File: src/rtl/largest_empty_square_finder_top_defines.svh
// Assertion macros shared by the largest empty square finder RTL.
// Depends on nothing; the including module supplies i_clk and i_rst_n.
`ifndef LARGEST_EMPTY_SQUARE_FINDER_TOP_DEFINES_SVH
`define LARGEST_EMPTY_SQUARE_FINDER_TOP_DEFINES_SVH

// Same-cycle implication, checked outside reset.
`define LESF_ASSERT_IMP(label, ante, cons, msg) \
    label: assert property (@(posedge i_clk) disable iff (!i_rst_n) (ante) |-> (cons)) \
        else $error(msg);

// Next-cycle implication, checked outside reset.
`define LESF_ASSERT_NEXT(label, ante, cons, msg) \
    label: assert property (@(posedge i_clk) disable iff (!i_rst_n) (ante) |=> (cons)) \
        else $error(msg);

`endif

File: src/rtl/lesf_pkg.sv
// Shared types and constants for the largest empty square finder.
// No dependencies.
package lesf_pkg;

    localparam int CHAR_W     = 8;
    localparam int SIZE_W     = 11;
    localparam int POS_W      = 10;
    localparam int CFG_IDX_W  = 2;
    localparam int CFG_DATA_W = 11;

    localparam logic [CHAR_W-1:0] OBSTACLE_RST  = 8'd111;
    localparam logic [SIZE_W-1:0] ROW_COUNT_RST = 11'd1024;
    localparam logic [SIZE_W-1:0] COL_COUNT_RST = 11'd1024;

    typedef enum logic [CFG_IDX_W-1:0] {
        CFG_OBSTACLE  = 2'd0,
        CFG_ROW_COUNT = 2'd1,
        CFG_COL_COUNT = 2'd2
    } t_cfg_idx;

    typedef struct packed {
        logic [CHAR_W-1:0] obstacle_char;
        logic [SIZE_W-1:0] row_count;
        logic [SIZE_W-1:0] column_count;
    } t_cfg;

    typedef struct packed {
        logic [SIZE_W-1:0] cell_size;
        logic [SIZE_W-1:0] best_size;
        logic [POS_W-1:0]  best_row;
        logic [POS_W-1:0]  best_col;
        logic              map_done;
    } t_result;

endpackage

File: src/rtl/lesf_cfg.sv
// Configuration register file: obstacle character and map dimensions.
// Depends on lesf_pkg.
module lesf_cfg (
    input  logic                             i_clk,
    input  logic                             i_rst_n,
    input  logic                             i_cfg_wr_en,
    input  logic [lesf_pkg::CFG_IDX_W-1:0]   i_cfg_index,
    input  logic [lesf_pkg::CFG_DATA_W-1:0]  i_cfg_data,
    output lesf_pkg::t_cfg                   o_cfg
);
    import lesf_pkg::*;

    t_cfg r_cfg;

    always_ff @(posedge i_clk) begin
        if (!i_rst_n) begin
            r_cfg.obstacle_char <= OBSTACLE_RST;
            r_cfg.row_count     <= ROW_COUNT_RST;
            r_cfg.column_count  <= COL_COUNT_RST;
        end else if (i_cfg_wr_en) begin
            case (t_cfg_idx'(i_cfg_index))
                CFG_OBSTACLE:  r_cfg.obstacle_char <= i_cfg_data[CHAR_W-1:0];
                CFG_ROW_COUNT: r_cfg.row_count     <= i_cfg_data[SIZE_W-1:0];
                CFG_COL_COUNT: r_cfg.column_count  <= i_cfg_data[SIZE_W-1:0];
                default: begin
                    // unmapped index: drop the write
                end
            endcase
        end
    end

    assign o_cfg = r_cfg;

endmodule

File: config.mk
export PLATFORM = sky130hd
export DESIGN_NAME = lesf_cfg
export DESIGN_NICKNAME = d
export VERILOG_FILES = /design/src/rtl/largest_empty_square_finder_top_defines.svh /design/src/rtl/lesf_pkg.sv /design/src/rtl/lesf_cfg.sv
export SDC_FILE = /design/constraint.sdc
export NUM_CORES = 1
export LEC_CHECK = 0
export BUFFER_PORTS_ARGS = -buffer_cell sky130_fd_sc_hd__buf_2
export CAP_MARGIN = 15
export CORE_MARGIN = 10
export CORE_UTILIZATION = 47
export CTS_CLUSTER_SIZE = 30
export DETAILED_ROUTE_END_ITERATION = 7
export PLACE_DENSITY = 0.77
export SYNTH_ARGS = -nofsm -noshare
export SYNTH_HDL_FRONTEND = slang
export SYNTH_SLANG_ARGS = --single-unit
File: constraint.sdc
create_clock -name i_clk -period 1.2 [get_ports i_clk]
set_clock_uncertainty 0.15 [all_clocks]
set_input_delay 0.18 -clock i_clk [delete_from_list [all_inputs] [get_ports i_clk]]
set_output_delay 0.18 -clock i_clk [all_outputs]
set_load 0.005 [all_outputs]
==> summary.md <==
| Metric | Value |
|---|---|
| Clock slew at reported path FFs | 0.09 ns |
| Worst r2r dst | o_cfg[24]$_SDFFE_PN1P_ |
| Die Span Y | 70.2 microns |
| Crit path to | o_cfg[1] |
| Worst hold path class | input port to register |
| Core area | 2430 sq um |
| Leakage power total | 0.819 nW |
| Layout Area Growth over Synthesis | 38.5% |
| Post-layout min period | 1.13 ns |
| Grt ovf | 0 |
| Peak supply drop | ~0.0011 V |
| Ant. Diodes | 0 |
| Yosys top cell area share | 0.507 |
| Worst-path cell chain | buf_2 |
| Cell variety after synth | 13 |
| Clk Latency, worst-skew pair | 0.32 ns |
| Hold wc startpoint | i_cfg_data[6] |
| WL per Instance | 14.4 microns |
| Buf/Inv on CP | 1 |
| Reg2reg start | o_cfg[24]$_SDFFE_PN1P_ |
| Worst Setup Slack, final | ~0.068 ns |
| Final hold vios | 0 |
| Row count | 18 |
| Synth area leader | dfxtp_1 |
| Worst slew pin tran | ~0.21 ns |
| Status | finished, final reports clean |
| CTS tree | built |
| Critical path class | register to primary output |
| CP max stage cell | dfxtp_1 |
| Total CTS buffers | 5 |
| Share of layout cells above drive strength 1 | 0.326 |
| Pin count of the biggest net entering global routing | 31 |
| CP endpoint kind | primary output |
| Final setup viols | 0 |
| # fillers | 197 |
| RSZ-0062 raised after global routing | false |
| Ranking of synthesized cells by area | dfxtp_1, mux2i_1, nand2_1, nand4bb_1, o211ai_1 |
| First-pass iteration count of the detailed router | 4 |
| Total negative slack | 0 ns |
| CTS max path bufs | 2 |
| CP top delay family | flip-flops |
| Top Ports | 46 |
| Final Util | 0.674 |
| Critical path arrival | around 0.80 ns |
| Seq/Total Area, Yosys | 0.507 |
| Post-synthesis net count | 132 |
| Clock Sink Count | 30 |
| DRC errors left | 0 |
| CTS root buffer | clkbuf_4 |
| MaxCap Viol Count | 0 |
| Gpl congestion | 0.741 |
| First-pass GRT wire length | between 4000 and 5000 microns |
| Most frequent cells in the layout | buf_2, nand2_1, dfxtp_1, mux2i_1, dlygate4sd3_1 |
| Synth Warn # | 0 |
| Post-CTS setup buffers | 0 |
| WL final | 2950 microns |
| Via count | 988 |
| Post-Place Worst Slack | 0.0349 ns |
| Fmax | 0.883 GHz |
| Final period utilization | 0.943 |
| Syn Area/Cell | 10.2 sq um |
| Port bufs | between 40 and 50 |
| Max FFs per register | 30 |
| GRT Util Overall | 0.122 |
| Die Wd | about 70 microns |
| Critical path's largest stage delay | approximately 0.35 ns |
| Seq cells post-synth | 30 |
| Most common cell after layout, fill and taps aside | buf_2 |
| Slew HR | 0.858 |
| Synthesized instance count | roughly 120 |
| NumNets Final | 191 |
| Reg2reg path depth | 2 |
| Vias in the first global route | 1048 |
| Crit. path cell count | 1 |
| Power Dens Cells | 1290 nW/um^2 |
| Post-cts repair resize count | 0 |
| Die Area | roughly 4900 sq um |
| Initial antenna violation count | 0 |
| Final Slew Violations | 0 |
| Post-synthesis cell area | approximately 1200 sq um |
| Routed Antenna Nets | 0 |
| Startpoint Class | register |
| DP HPWL | 2100 microns |
| Via-to-Cell Ratio | a little under 5 |
| Iter 0 DRT Violations | 36 |
| Reg2Reg Setup Slack | 0.38 ns |
| # H-tree levels | 2 |
| CP Launch Point | o_cfg[1]$_SDFFE_PN0P_ |
| Worst Path Max Fanout | 2 |
| Req. time, crit path | 0.87 ns |
| Initial Util | 0.487 |
[cell type report]
cell class / instances / area [sq um] / share of cell area
sequential: 30 / 601 / 0.366
multi-input combinational: 74 / 527 / 0.321
timing repair buffer: 58 / 370 / 0.226
clock buffer: 6 / 51.3 / 0.0313
tap: 30 / 37.5 / 0.0229
clock inverter: 1 / 30.0 / 0.0183
inverter: 6 / 22.5 / 0.0137
[cell usage after synthesis]
library cell,instances
buf_6,1
inv_1,6
and3b_1,1
o211ai_1,6
mux2i_1,24
buf_4,1
clkbuf_1,4
nand4bb_1,6
nor3b_4,1
dfxtp_1,30
nand3b_1,1
nor2b_1,3
nand2_1,32
[layer usage]
metal	up-vias	track usage	part of all wire
met4	0	0.0592	0.014
met3	5	0.0551	0.082
met2	31	0.188	0.45
li1	512	-	-
met1	440	0.138	0.45
met5	-	0	0
[cell families (layout without fill, tap and decap cells)]
| logic type | Yosys count | count (layout) | share of synthesized area |
|---|---|---|---|
| AOI/OAI and AO/OA | 6 | 6 | 0.0381 |
| buffers and inverters | 12 | 71 | 0.0476 |
| DFF | 30 | 30 | 0.507 |
| muxes | 24 | 24 | 0.203 |
| and+or+nand+nor | 44 | 44 | 0.204 |
[how the worst min path moves through the flow]
stage	to	slack, ns	depth (start not counted)
6_report	o_cfg[17]$_SDFFE_PN0P_	0.02	3
5_1_grt	o_cfg[17]$_SDFFE_PN0P_	0.008	3
4_1_cts	o_cfg[17]$_SDFFE_PN0P_	0.0005	3
3_5_place_dp	o_cfg[29]$_SDFFE_PN0P_	0.30	2
3_3_place_gp	o_cfg[9]$_SDFFE_PN0P_	0.29	2
2_1_floorplan	o_cfg[0]$_SDFFE_PN0P_	0.19	2
[where the power goes]
part	internal [W]	switching [W]	leakage, nW
Sequential	0.00103	0.0000180	0.244
Combinational	0.000123	0.000112	0.530
Clock	0.000485	0.000337	0.0443
[metrics by stage]
step           hold WS [ns]  cell area (sq um)  power (W)  instances
5_1_grt             0.00849               1640    0.00220        205
4_1_cts            0.000546               1640    0.00213        205
3_3_place_gp          0.291               1470    0.00128        189
6_report             0.0192               1640    0.00211        205
2_1_floorplan         0.192               1180    0.00118        116
3_5_place_dp          0.296               1470    0.00129        189
[what timing repair did]
action | 4_1_cts | 5_1_grt
endpoints found under the hold margin | 16 | 0
hold buffers | 9 | 0
setup endpoints to repair | 0 | 0
No activity file was read; power rests on OpenSTA's default activity.
