[config.mk]
export PLATFORM = sky130hd
export DESIGN_NAME = lesf_cell
export DESIGN_NICKNAME = d
export VERILOG_FILES = /design/src/rtl/lesf_pkg.sv /design/src/rtl/lesf_cell.sv
export VERILOG_INCLUDE_DIRS = /design/src /design/src/rtl
export SDC_FILE = /design/constraint.sdc
export NUM_CORES = 1
export LEC_CHECK = 0
export ABC_AREA = 1
export ABC_CLOCK_PERIOD_IN_PS = 7500
export BUFFER_PORTS_ARGS = -buffer_cell sky130_fd_sc_hd__buf_4
export CORE_UTILIZATION = 40
export DETAILED_ROUTE_END_ITERATION = 10
export PLACE_DENSITY = 0.7
export SETUP_SLACK_MARGIN = 0.05
export SKIP_LAST_GASP = 1
export SYNTH_ARGS = -nofsm -noshare
export SYNTH_HDL_FRONTEND = slang
export SYNTH_SLANG_ARGS = --single-unit
[constraint.sdc]
create_clock -name i_clk -period 7.5 [get_ports i_clk]
set_input_delay 0.375 -clock i_clk [delete_from_list [all_inputs] [get_ports i_clk]]
set_output_delay 0.375 -clock i_clk [all_outputs]
set_load 0.01 [all_outputs]
[src/rtl/largest_empty_square_finder_top_defines.svh]
// Assertion macros shared by the largest empty square finder RTL.
// Depends on nothing; the including module supplies i_clk and i_rst_n.
`ifndef LARGEST_EMPTY_SQUARE_FINDER_TOP_DEFINES_SVH
`define LARGEST_EMPTY_SQUARE_FINDER_TOP_DEFINES_SVH

// Same-cycle implication, checked outside reset.
`define LESF_ASSERT_IMP(label, ante, cons, msg) \
    label: assert property (@(posedge i_clk) disable iff (!i_rst_n) (ante) |-> (cons)) \
        else $error(msg);

// Next-cycle implication, checked outside reset.
`define LESF_ASSERT_NEXT(label, ante, cons, msg) \
    label: assert property (@(posedge i_clk) disable iff (!i_rst_n) (ante) |=> (cons)) \
        else $error(msg);

`endif

[src/rtl/lesf_pkg.sv]
// Shared types and constants for the largest empty square finder.
// No dependencies.
package lesf_pkg;

    localparam int CHAR_W     = 8;
    localparam int SIZE_W     = 11;
    localparam int POS_W      = 10;
    localparam int CFG_IDX_W  = 2;
    localparam int CFG_DATA_W = 11;

    localparam logic [CHAR_W-1:0] OBSTACLE_RST  = 8'd111;
    localparam logic [SIZE_W-1:0] ROW_COUNT_RST = 11'd1024;
    localparam logic [SIZE_W-1:0] COL_COUNT_RST = 11'd1024;

    typedef enum logic [CFG_IDX_W-1:0] {
        CFG_OBSTACLE  = 2'd0,
        CFG_ROW_COUNT = 2'd1,
        CFG_COL_COUNT = 2'd2
    } t_cfg_idx;

    typedef struct packed {
        logic [CHAR_W-1:0] obstacle_char;
        logic [SIZE_W-1:0] row_count;
        logic [SIZE_W-1:0] column_count;
    } t_cfg;

    typedef struct packed {
        logic [SIZE_W-1:0] cell_size;
        logic [SIZE_W-1:0] best_size;
        logic [POS_W-1:0]  best_row;
        logic [POS_W-1:0]  best_col;
        logic              map_done;
    } t_result;

endpackage

[src/rtl/lesf_cell.sv]
// Per-cell square scoring: scan counters, left/diagonal scores, running best
// and line store addressing. Depends on lesf_pkg and the assertion macros.
`include "largest_empty_square_finder_top_defines.svh"

module lesf_cell #(
    parameter int MAX_ROWS = 1024,
    parameter int MAX_COLS = 1024
) (
    input  logic                                         i_clk,
    input  logic                                         i_rst_n,
    input  lesf_pkg::t_cfg                               i_cfg,
    input  logic                                         i_adv,
    input  logic [lesf_pkg::CHAR_W-1:0]                  i_cell_char,
    input  logic [lesf_pkg::SIZE_W-1:0]                  i_rd_data,
    output logic [((MAX_COLS > 1) ? $clog2(MAX_COLS) : 1)-1:0] o_rd_addr,
    output logic                                         o_wr_en,
    output logic [((MAX_COLS > 1) ? $clog2(MAX_COLS) : 1)-1:0] o_wr_addr,
    output logic [lesf_pkg::SIZE_W-1:0]                  o_wr_data,
    output lesf_pkg::t_result                            o_result
);
    import lesf_pkg::*;

    localparam int ROW_AW = (MAX_ROWS > 1) ? $clog2(MAX_ROWS) : 1;
    localparam int COL_AW = (MAX_COLS > 1) ? $clog2(MAX_COLS) : 1;
    localparam int ROW_EW = ROW_AW + 1;
    localparam int COL_EW = COL_AW + 1;
    localparam int ROW_CW = (ROW_EW > SIZE_W) ? ROW_EW : SIZE_W;
    localparam int COL_CW = (COL_EW > SIZE_W) ? COL_EW : SIZE_W;

    logic [ROW_AW-1:0] r_row;
    logic [COL_AW-1:0] r_col;
    logic [SIZE_W-1:0] r_left;
    logic [SIZE_W-1:0] r_diag;
    logic [SIZE_W-1:0] r_best_size;
    logic [POS_W-1:0]  r_best_row;
    logic [POS_W-1:0]  r_best_col;
    logic              r_byp_vld;
    logic [SIZE_W-1:0] r_byp_data;

    logic [ROW_CW-1:0] row_cnt_ext;
    logic [COL_CW-1:0] col_cnt_ext;
    logic [ROW_EW-1:0] rows_eff;
    logic [COL_EW-1:0] cols_eff;
    logic [ROW_EW-1:0] row_inc;
    logic [COL_EW-1:0] col_inc;
    logic              last_row;
    logic              last_col;
    logic              done;
    logic [ROW_AW-1:0] n_row;
    logic [COL_AW-1:0] n_col;
    logic [SIZE_W-1:0] up;
    logic [SIZE_W-1:0] left;
    logic [SIZE_W-1:0] diag;
    logic [SIZE_W-1:0] min_ul;
    logic [SIZE_W-1:0] min_all;
    logic [SIZE_W-1:0] score;
    logic              better;
    logic [SIZE_W-1:0] n_best_size;
    logic [POS_W-1:0]  n_best_row;
    logic [POS_W-1:0]  n_best_col;

    // Zero counts act as one, oversize counts saturate at the store limits.
    assign row_cnt_ext = ROW_CW'(i_cfg.row_count);
    assign col_cnt_ext = COL_CW'(i_cfg.column_count);

    always_comb begin
        if (i_cfg.row_count == '0) begin
            rows_eff = ROW_EW'(1);
        end else if (row_cnt_ext > ROW_CW'(MAX_ROWS)) begin
            rows_eff = ROW_EW'(MAX_ROWS);
        end else begin
            rows_eff = ROW_EW'(row_cnt_ext);
        end
        if (i_cfg.column_count == '0) begin
            cols_eff = COL_EW'(1);
        end else if (col_cnt_ext > COL_CW'(MAX_COLS)) begin
            cols_eff = COL_EW'(MAX_COLS);
        end else begin
            cols_eff = COL_EW'(col_cnt_ext);
        end
    end

    assign row_inc  = {1'b0, r_row} + ROW_EW'(1);
    assign col_inc  = {1'b0, r_col} + COL_EW'(1);
    assign last_row = (row_inc >= rows_eff);
    assign last_col = (col_inc >= cols_eff);
    assign done     = last_row && last_col;

    always_comb begin
        if (done) begin
            n_row = '0;
            n_col = '0;
        end else if (last_col) begin
            n_row = row_inc[ROW_AW-1:0];
            n_col = '0;
        end else begin
            n_row = r_row;
            n_col = col_inc[COL_AW-1:0];
        end
    end

    // Take the score just written when the store read hit the same column.
    assign up   = (r_row == '0) ? '0 : (r_byp_vld ? r_byp_data : i_rd_data);
    assign left = (r_col == '0) ? '0 : r_left;
    assign diag = (r_row == '0 || r_col == '0) ? '0 : r_diag;

    assign min_ul  = (up < left) ? up : left;
    assign min_all = (min_ul < diag) ? min_ul : diag;
    assign score   = (i_cell_char == i_cfg.obstacle_char) ? '0 : min_all + SIZE_W'(1);

    // Strictly larger only, so the first square of a size keeps its corner.
    assign better      = (score > r_best_size);
    assign n_best_size = better ? score : r_best_size;
    assign n_best_row  = better ? POS_W'(r_row) : r_best_row;
    assign n_best_col  = better ? POS_W'(r_col) : r_best_col;

    // Present the next cell's column so its upper score is ready in time.
    assign o_rd_addr = i_adv ? n_col : r_col;
    assign o_wr_en   = i_adv;
    assign o_wr_addr = r_col;
    assign o_wr_data = score;

    always_ff @(posedge i_clk) begin
        if (!i_rst_n) begin
            r_row       <= '0;
            r_col       <= '0;
            r_left      <= '0;
            r_diag      <= '0;
            r_best_size <= '0;
            r_best_row  <= '0;
            r_best_col  <= '0;
            r_byp_vld   <= 1'b0;
        end else begin
            r_byp_vld <= i_adv && (o_rd_addr == o_wr_addr);
            if (i_adv) begin
                r_row  <= n_row;
                r_col  <= n_col;
                r_left <= score;
                r_diag <= up;
                if (done) begin
                    r_best_size <= '0;
                    r_best_row  <= '0;
                    r_best_col  <= '0;
                end else begin
                    r_best_size <= n_best_size;
                    r_best_row  <= n_best_row;
                    r_best_col  <= n_best_col;
                end
            end
        end
    end

    always_ff @(posedge i_clk) begin
        r_byp_data <= score;
    end

    assign o_result.cell_size = score;
    assign o_result.best_size = n_best_size;
    assign o_result.best_row  = n_best_row;
    assign o_result.best_col  = n_best_col;
    assign o_result.map_done  = done;

    `LESF_ASSERT_NEXT(a_best_grows, i_adv && !done, r_best_size >= $past(r_best_size), "best size shrank within a map")
    `LESF_ASSERT_NEXT(a_map_restart, i_adv && done, r_row == '0 && r_col == '0 && r_best_size == '0, "scan state not cleared after map end")

endmodule

==> results of run 1 <==
-- per-layer routing --
layer / track usage / vias up / wire [um]
met5: 0 / - / 0
met4: 0.0758 / 0 / 457
met3: 0.0595 / 38 / 1360
met2: 0.364 / 234 / 8590
met1: 0.294 / 2949 / 8330
li1: - / 3283 / -
-- state kept, by name, summed over array words and instances, names as in the netlist --
| name | flops |
|---|---|
| r_best_row | 10 |
| r_diag | 11 |
| r_row | 10 |
| r_byp_data | 11 |
| r_byp_vld | 1 |
| r_best_size | 11 |
| o_wr_addr | 10 |
| r_best_col | 10 |
| r_left | 11 |
-- cell usage in the layout, fill, tap and decap left out, types with 2 or more instances in the layout --
cell,instances
a21oi_1,64
inv_2,5
nand2_4,4
o21ai_0,47
nand4_1,9
clkbuf_16,9
nand2_2,17
a21boi_4,2
nand3_1,30
buf_4,151
xor2_1,14
a21boi_0,2
xnor2_1,4
dfxtp_1,82
o22ai_1,8
buf_12,2
o21ai_2,5
dfxtp_2,3
o21a_1,2
nor3_1,7
inv_4,2
a211oi_2,2
ha_1,54
nor2_2,8
o21ai_1,18
nand2_1,213
clkinvlp_4,7
nor2_4,4
nand3_2,13
a22oi_1,24
a211oi_1,2
inv_1,109
nor4_1,8
nor2_1,96
a21oi_2,3
ha_4,2
-- how the worst max path moves through the flow --
stage | cells past startpoint | end | from
2_1_floorplan | 41 | o_result[26] | o_wr_addr[0]
3_3_place_gp | 39 | o_result[22] | o_wr_addr[1]
3_5_place_dp | 39 | o_result[22] | o_wr_addr[1]
4_1_cts | 35 | o_result[26] | o_wr_addr[1]
5_1_grt | 43 | o_result[23] | o_wr_addr[1]
6_report | 43 | o_result[23] | o_wr_addr[0]
-- per-stage QoR --
step | TNS [ns] | setup slack (ns) | area [um2]
2_1_floorplan | 0 | 0.890 | 6140
3_3_place_gp | 0 | 0.323 | 7140
3_5_place_dp | 0 | 0.246 | 7140
4_1_cts | 0 | 0.0535 | 7450
5_1_grt | -2.23 | -0.131 | 7860
6_report | 0 | 0.341 | 7860
-- report_power, final --
part / switching (mW) / internal [mW]
logic: 0.524 / 0.404
registers: 0.0157 / 0.475
clock network: 0.204 / 0.259
total: 0.744 / 1.14
-- cell type report --
cell class	instances	share of cell area
inverter	119	0.0589
tap	184	0.0293
timing repair inverter	2	0.00159
clock inverter	7	0.00955
timing repair buffer	154	0.150
clock buffer	9	0.0286
multi-input combinational	680	0.505
sequential	85	0.217
-- tightest hold or removal path: stages --
cell,delay [ns]
buf_4,0.19
o21ai_0,0.10
a21oi_1,0.04
-- cell families (layout without fill, tap and decap cells) --
kind of cell,after synthesis,in the layout,synth area share
compound gates,189,190,0.178
xor+xnor,18,18,0.0257
fa+ha+maj,57,57,0.116
buf+inv,163,291,0.111
flops,85,85,0.277
simple gates,413,415,0.293
-- timing repair --
item	CTS	global route
resized for setup	2	77
buffers inserted	0	22
gates cloned	0	5
endpoints found under the setup margin	30	46
pin swaps	0	18
==> results.txt, run 1 <==
Starting Density: 0.416
fin nets: 1160
most common cell in the netlist: nand2_1
cell repeated most along the worst path: nand2_1
slowest cell on the critical path: o221a_4
CTS tree: yes
ys async rst share: 0
die area: 15900 um2
worst r2r src: o_wr_addr[0]
crit start category: flop
initial antenna violation count: 1
Num CTS Buffers: 9
number of global-route vias before repair: 5698
gpl congestion: 0.927
normalized max-slew margin: 0.362
Unique masters post-synth: 45
Cells after Synth: 925
Clock Skews: 0.00669 ns
Hold Startpoint: i_rst_n
Critical Path Max Stage Delay: 0.35 ns
CP Class: flop to output pin
row cnt: 44
post-route DRC violation count: 0
crit path buf inv count: 9
Worst Path Required: 7.12 ns
Synth top cells by count: nand2_1 (223), inv_1 (115), nor2_1 (99), dfxtp_1 (85)
power per cell area: 239 nW/um2
htree depth: 3
Yosys warning total: 0
vias: 6504
Hold EP: r_diag[9]
Yosys top cell by area: dfxtp_1
Worst R2R Setup Slack: 0.85 ns
Synth Register Bits: 85
mapped cell area: 6140 um2
Worst EP arrival: 6.78 ns
number of flops mapped to enable cells by yosys: 0
CP Capture Type: output pin
final WL: 18.7 mm
HP Class: primary input to flop
IO Count: 127
sequential share of the synthesized area: 0.277
Ant. Diodes: 0
worst r2r path cells: 43
hold-fix buffers at CTS: 0
Tmin final: 7.16 ns
Initial DRT Pass Iterations: 5
final setup vio count: 0
Finished Core Util: 0.533
endpoints failing hold: 0
Die Wd: 126 um
top cell type's share of synthesized area: 0.277
clk_lat worst skew: 0.36 ns
Routed wire per std cell: 15.1 um
die boundary height: 126 um
Final Max Slew Viols: 0
Cells on Worst Hold Path: 3
largest cells by area after synthesis: dfxtp_1 (28%), nand2_1 (14%), ha_1 (12%)
mean post-synth cell area: 6.64 um2
largest net degree at the start of global routing: 54
core box area: 14800 um2
area of the multi-input gates: 3970 um2
post-route insts no fill: 1240
overall routing resource usage: 0.227
Post-DP HPWL: 13.8 mm
Power, Total: 1.88 mW
FF/Latch Area: 1710 um2
share of cells above drive strength 1: 0.241
Peak VDD IR: 0.296 mV
Final Cycle Share: 0.955
placed insts: 1197
IO Port Bufs: 126
Leak: 3.79 nW
Routed Antenna Nets: 0
Max Cap Viol: 0
Reg clk slew, reported paths: 0.07 ns
Root Buffer: clkbuf_16
ys flop type: dfxtp_1
CP max FO: 8
first-pass GRT wire length: 28.4 mm
global route overflow: 0
Iter 0 DRT Violations: 469
Clock Sink Count: 85
syn nets: 1034
Layout fillers: 1450
Worst-Margin Slew: 0.955 ns
status: completed
RR Endpoint: r_best_size[3]
Worst Hold Margin: 0.399 ns
area delta synth->final: 28.0%
maximum root-to-sink buffer count: 2
vias per inst: 5.25
kind of cell adding the most delay to the critical path: simple AND/OR/NAND/NOR gates
FMAX: 0.140 GHz
No activity file was read; power rests on OpenSTA's default activity.
==> run 2, diff against run 1 <==
- ABC_AREA: 1 -> 0
==> run 2 against run 1 <==
The run now ends with negative setup slack left. Worst setup slack got worse by 1.1 ns. Combinational power is 55% lower. Routed wire length rose by 22%. Global-route usage rose by 4.2 points.
==> results.txt, run 2 <==
gpl congestion: 0.945
status: finished with violations
htree depth: 3
mean post-synth cell area: 7.97 um2
Yosys top cell by area: dfxtp_1
IO Port Bufs: 126
crit start category: flop
Final Max Slew Viols: 0
Clock Sink Count: 85
kind of cell adding the most delay to the critical path: compound AO/OA/AOI/OAI gates
Power, Total: 1.34 mW
metal2 WL: 10.7 mm
Cells after Synth: 822
FMAX: 0.121 GHz
Peak VDD IR: 0.121 mV
HP Class: flop to flop
share of cells above drive strength 1: 0.416
Critical Path Max Stage Delay: 0.48 ns
CP max FO: 8
Critical Path Stages: 39
Synth Register Bits: 85
first-pass GRT wire length: 35.2 mm
setup TNS: -29.42 ns
top cell type's share of synthesized area: 0.260
Cells on Worst Hold Path: 1
Initial DRT Pass Iterations: 4
Num CTS Buffers: 9
Worst-Margin Slew: 1.31 ns
number of flops mapped to enable cells by yosys: 0
Root Buffer: clkbuf_16
fin nets: 1178
Reg clk slew, reported paths: 0.06 ns
met3 wire length: 1.51 mm
Final Cycle Share: 1.10
die area: 16900 um2
maximum root-to-sink buffer count: 2
largest cells by area after synthesis: dfxtp_1 (26%), ha_1 (11%), nand2_1 (5.4%)
slowest cell on the critical path: or4b_4
RSZ-0062 raised after global routing: true
Layout fillers: 1352
syn nets: 931
core box area: 15900 um2
normalized max-slew margin: 0.124
global route overflow: 0
Top Layer Used: met4
mapped cell area: 6550 um2
Post-DP HPWL: 16.5 mm
IO Count: 127
area delta synth->final: 52.0%
commonest non-fill, non-tap cell in the layout: buf_4
Starting Density: 0.411
CP Class: flop to output pin
Max Cap Viol: 0
Die Wd: 130 um
final WL: 22.8 mm
clk_lat worst skew: 0.36 ns
Yosys warning total: 0
vias per inst: 5.55
CP Capture Type: output pin
most common cell in the netlist: nand2_1
Unique masters post-synth: 73
worst r2r path cells: 41
row cnt: 46
Routed Antenna Nets: 0
vias: 7160
Worst Path Required: 7.12 ns
most frequent cells in the layout: buf_4 (254), nand2_1 (90), dfxtp_1 (83)
cell repeated most along the worst path: nor2_4
ys async rst share: 0
Worst EP arrival: 7.91 ns
Tmin final: 8.28 ns
Synth top cells by count: nand2_1 (94), dfxtp_1 (85), ha_1 (57), nor2_1 (51), o21ai_0 (49)
Clock Skews: 0.0162 ns
sequential share of the synthesized area: 0.260
Ant. Diodes: 0
CTS tree: yes
Iter 0 DRT Violations: 494
die boundary height: 130 um
Met1 Wirelength: 9.74 mm
largest net degree at the start of global routing: 74
Worst R2R Setup Slack: -0.36 ns
number of global-route vias before repair: 6930
ys flop type: dfxtp_1
endpoints failing hold: 0
failing checks: negative setup slack
Setup WS post-layout: -0.781 ns
post-route DRC violation count: 0
power per cell area: 134 nW/um2
Leak: 4.28 nW
crit path buf inv count: 7
initial antenna violation count: 0
overall routing resource usage: 0.268
final setup vio count: 61
Routed wire per std cell: 17.7 um
==> run 2: changes by cell type after synthesis, sizes merged, moves of 21 or more <==
cell and delta:
nand2 -139, inv -81, nor2b +40, mux2i +27, and2 +21, nor2 -55
a21oi -40
==> run 2: layout make-up <==
cell class                      instances  area (um2)  area share
Tap cell                              216         270      0.0272
Inverter                               40         150      0.0151
Multi-Input combinational cell        644        5220       0.525
Clock buffer                           12         246      0.0248
Clock inverter                          4        47.5     0.00478
Sequential cell                        85        1700       0.171
Timing Repair Buffer                  289        2310       0.232
==> run 2: layer usage <==
layer,vias up,global-route usage
met5,-,0
met4,0,0.113
met3,63,0.0590
met2,290,0.461
met1,3361,0.322
li1,3446,-
==> run 2: final timing paths <==
kind | start | to
hold / removal | r_best_size[5] | r_best_size[5]
hold reg to reg | r_best_size[5] | r_best_size[5]
setup / recovery | r_row[0] | o_result[3]
setup reg to reg | r_row[0] | r_best_col[8]
==> run 2: logic make-up after synthesis <==
group,share of synthesized area
xor gates and xnor gates,0.0415
buffers and inverters,0.0640
and+or+nand+nor,0.236
AOI/OAI and AO/OA,0.215
DFF,0.260
adders and majority gates,0.110
muxes,0.0739
==> run 2: metrics by stage <==
step	cell area [um2]	utilization	std cells	setup slack [ns]	hold slack (ns)
final	9950	0.624	1290	-0.781	0.482
after global routing	9950	0.624	1290	-1.04	0.499
after CTS	9700	0.608	1280	-0.678	0.473
after detailed placement	8840	0.555	1243	-0.594	0.459
after global placement	8840	0.555	1243	-0.449	0.448
after floorplan	6970	-	822	-0.268	0.432
==> run 2: power by group <==
part           switching, mW  leakage [nW]  total [mW]  internal (mW)
clock                  0.187         0.143       0.453          0.266
sequential           0.00428         0.687       0.461          0.457
combinational          0.220          3.45       0.422          0.202
==> run 2: worst reg2reg max path: cells and delay by family, from the launching register on <==
family	cells	cell delay [ns]
flip-flops	1	0.32
buffers and inverters	7	0.98
multiplexers	1	0.31
adder cells (fa/ha/maj)	5	1.03
AND/OR/NAND/NOR	14	2.41
AO/OA/AOI/OAI	14	2.68
==> run 2: what timing repair did <==
action                                 in CTS  in global routing
setup endpoints to repair                  62                 62
hold buffers                                0                  0
pin swaps                                  21                 31
gates cloned                                3                  0
setup buffers                              18                 11
endpoints found under the hold margin       0                  0
gates resized for setup                    86                 47
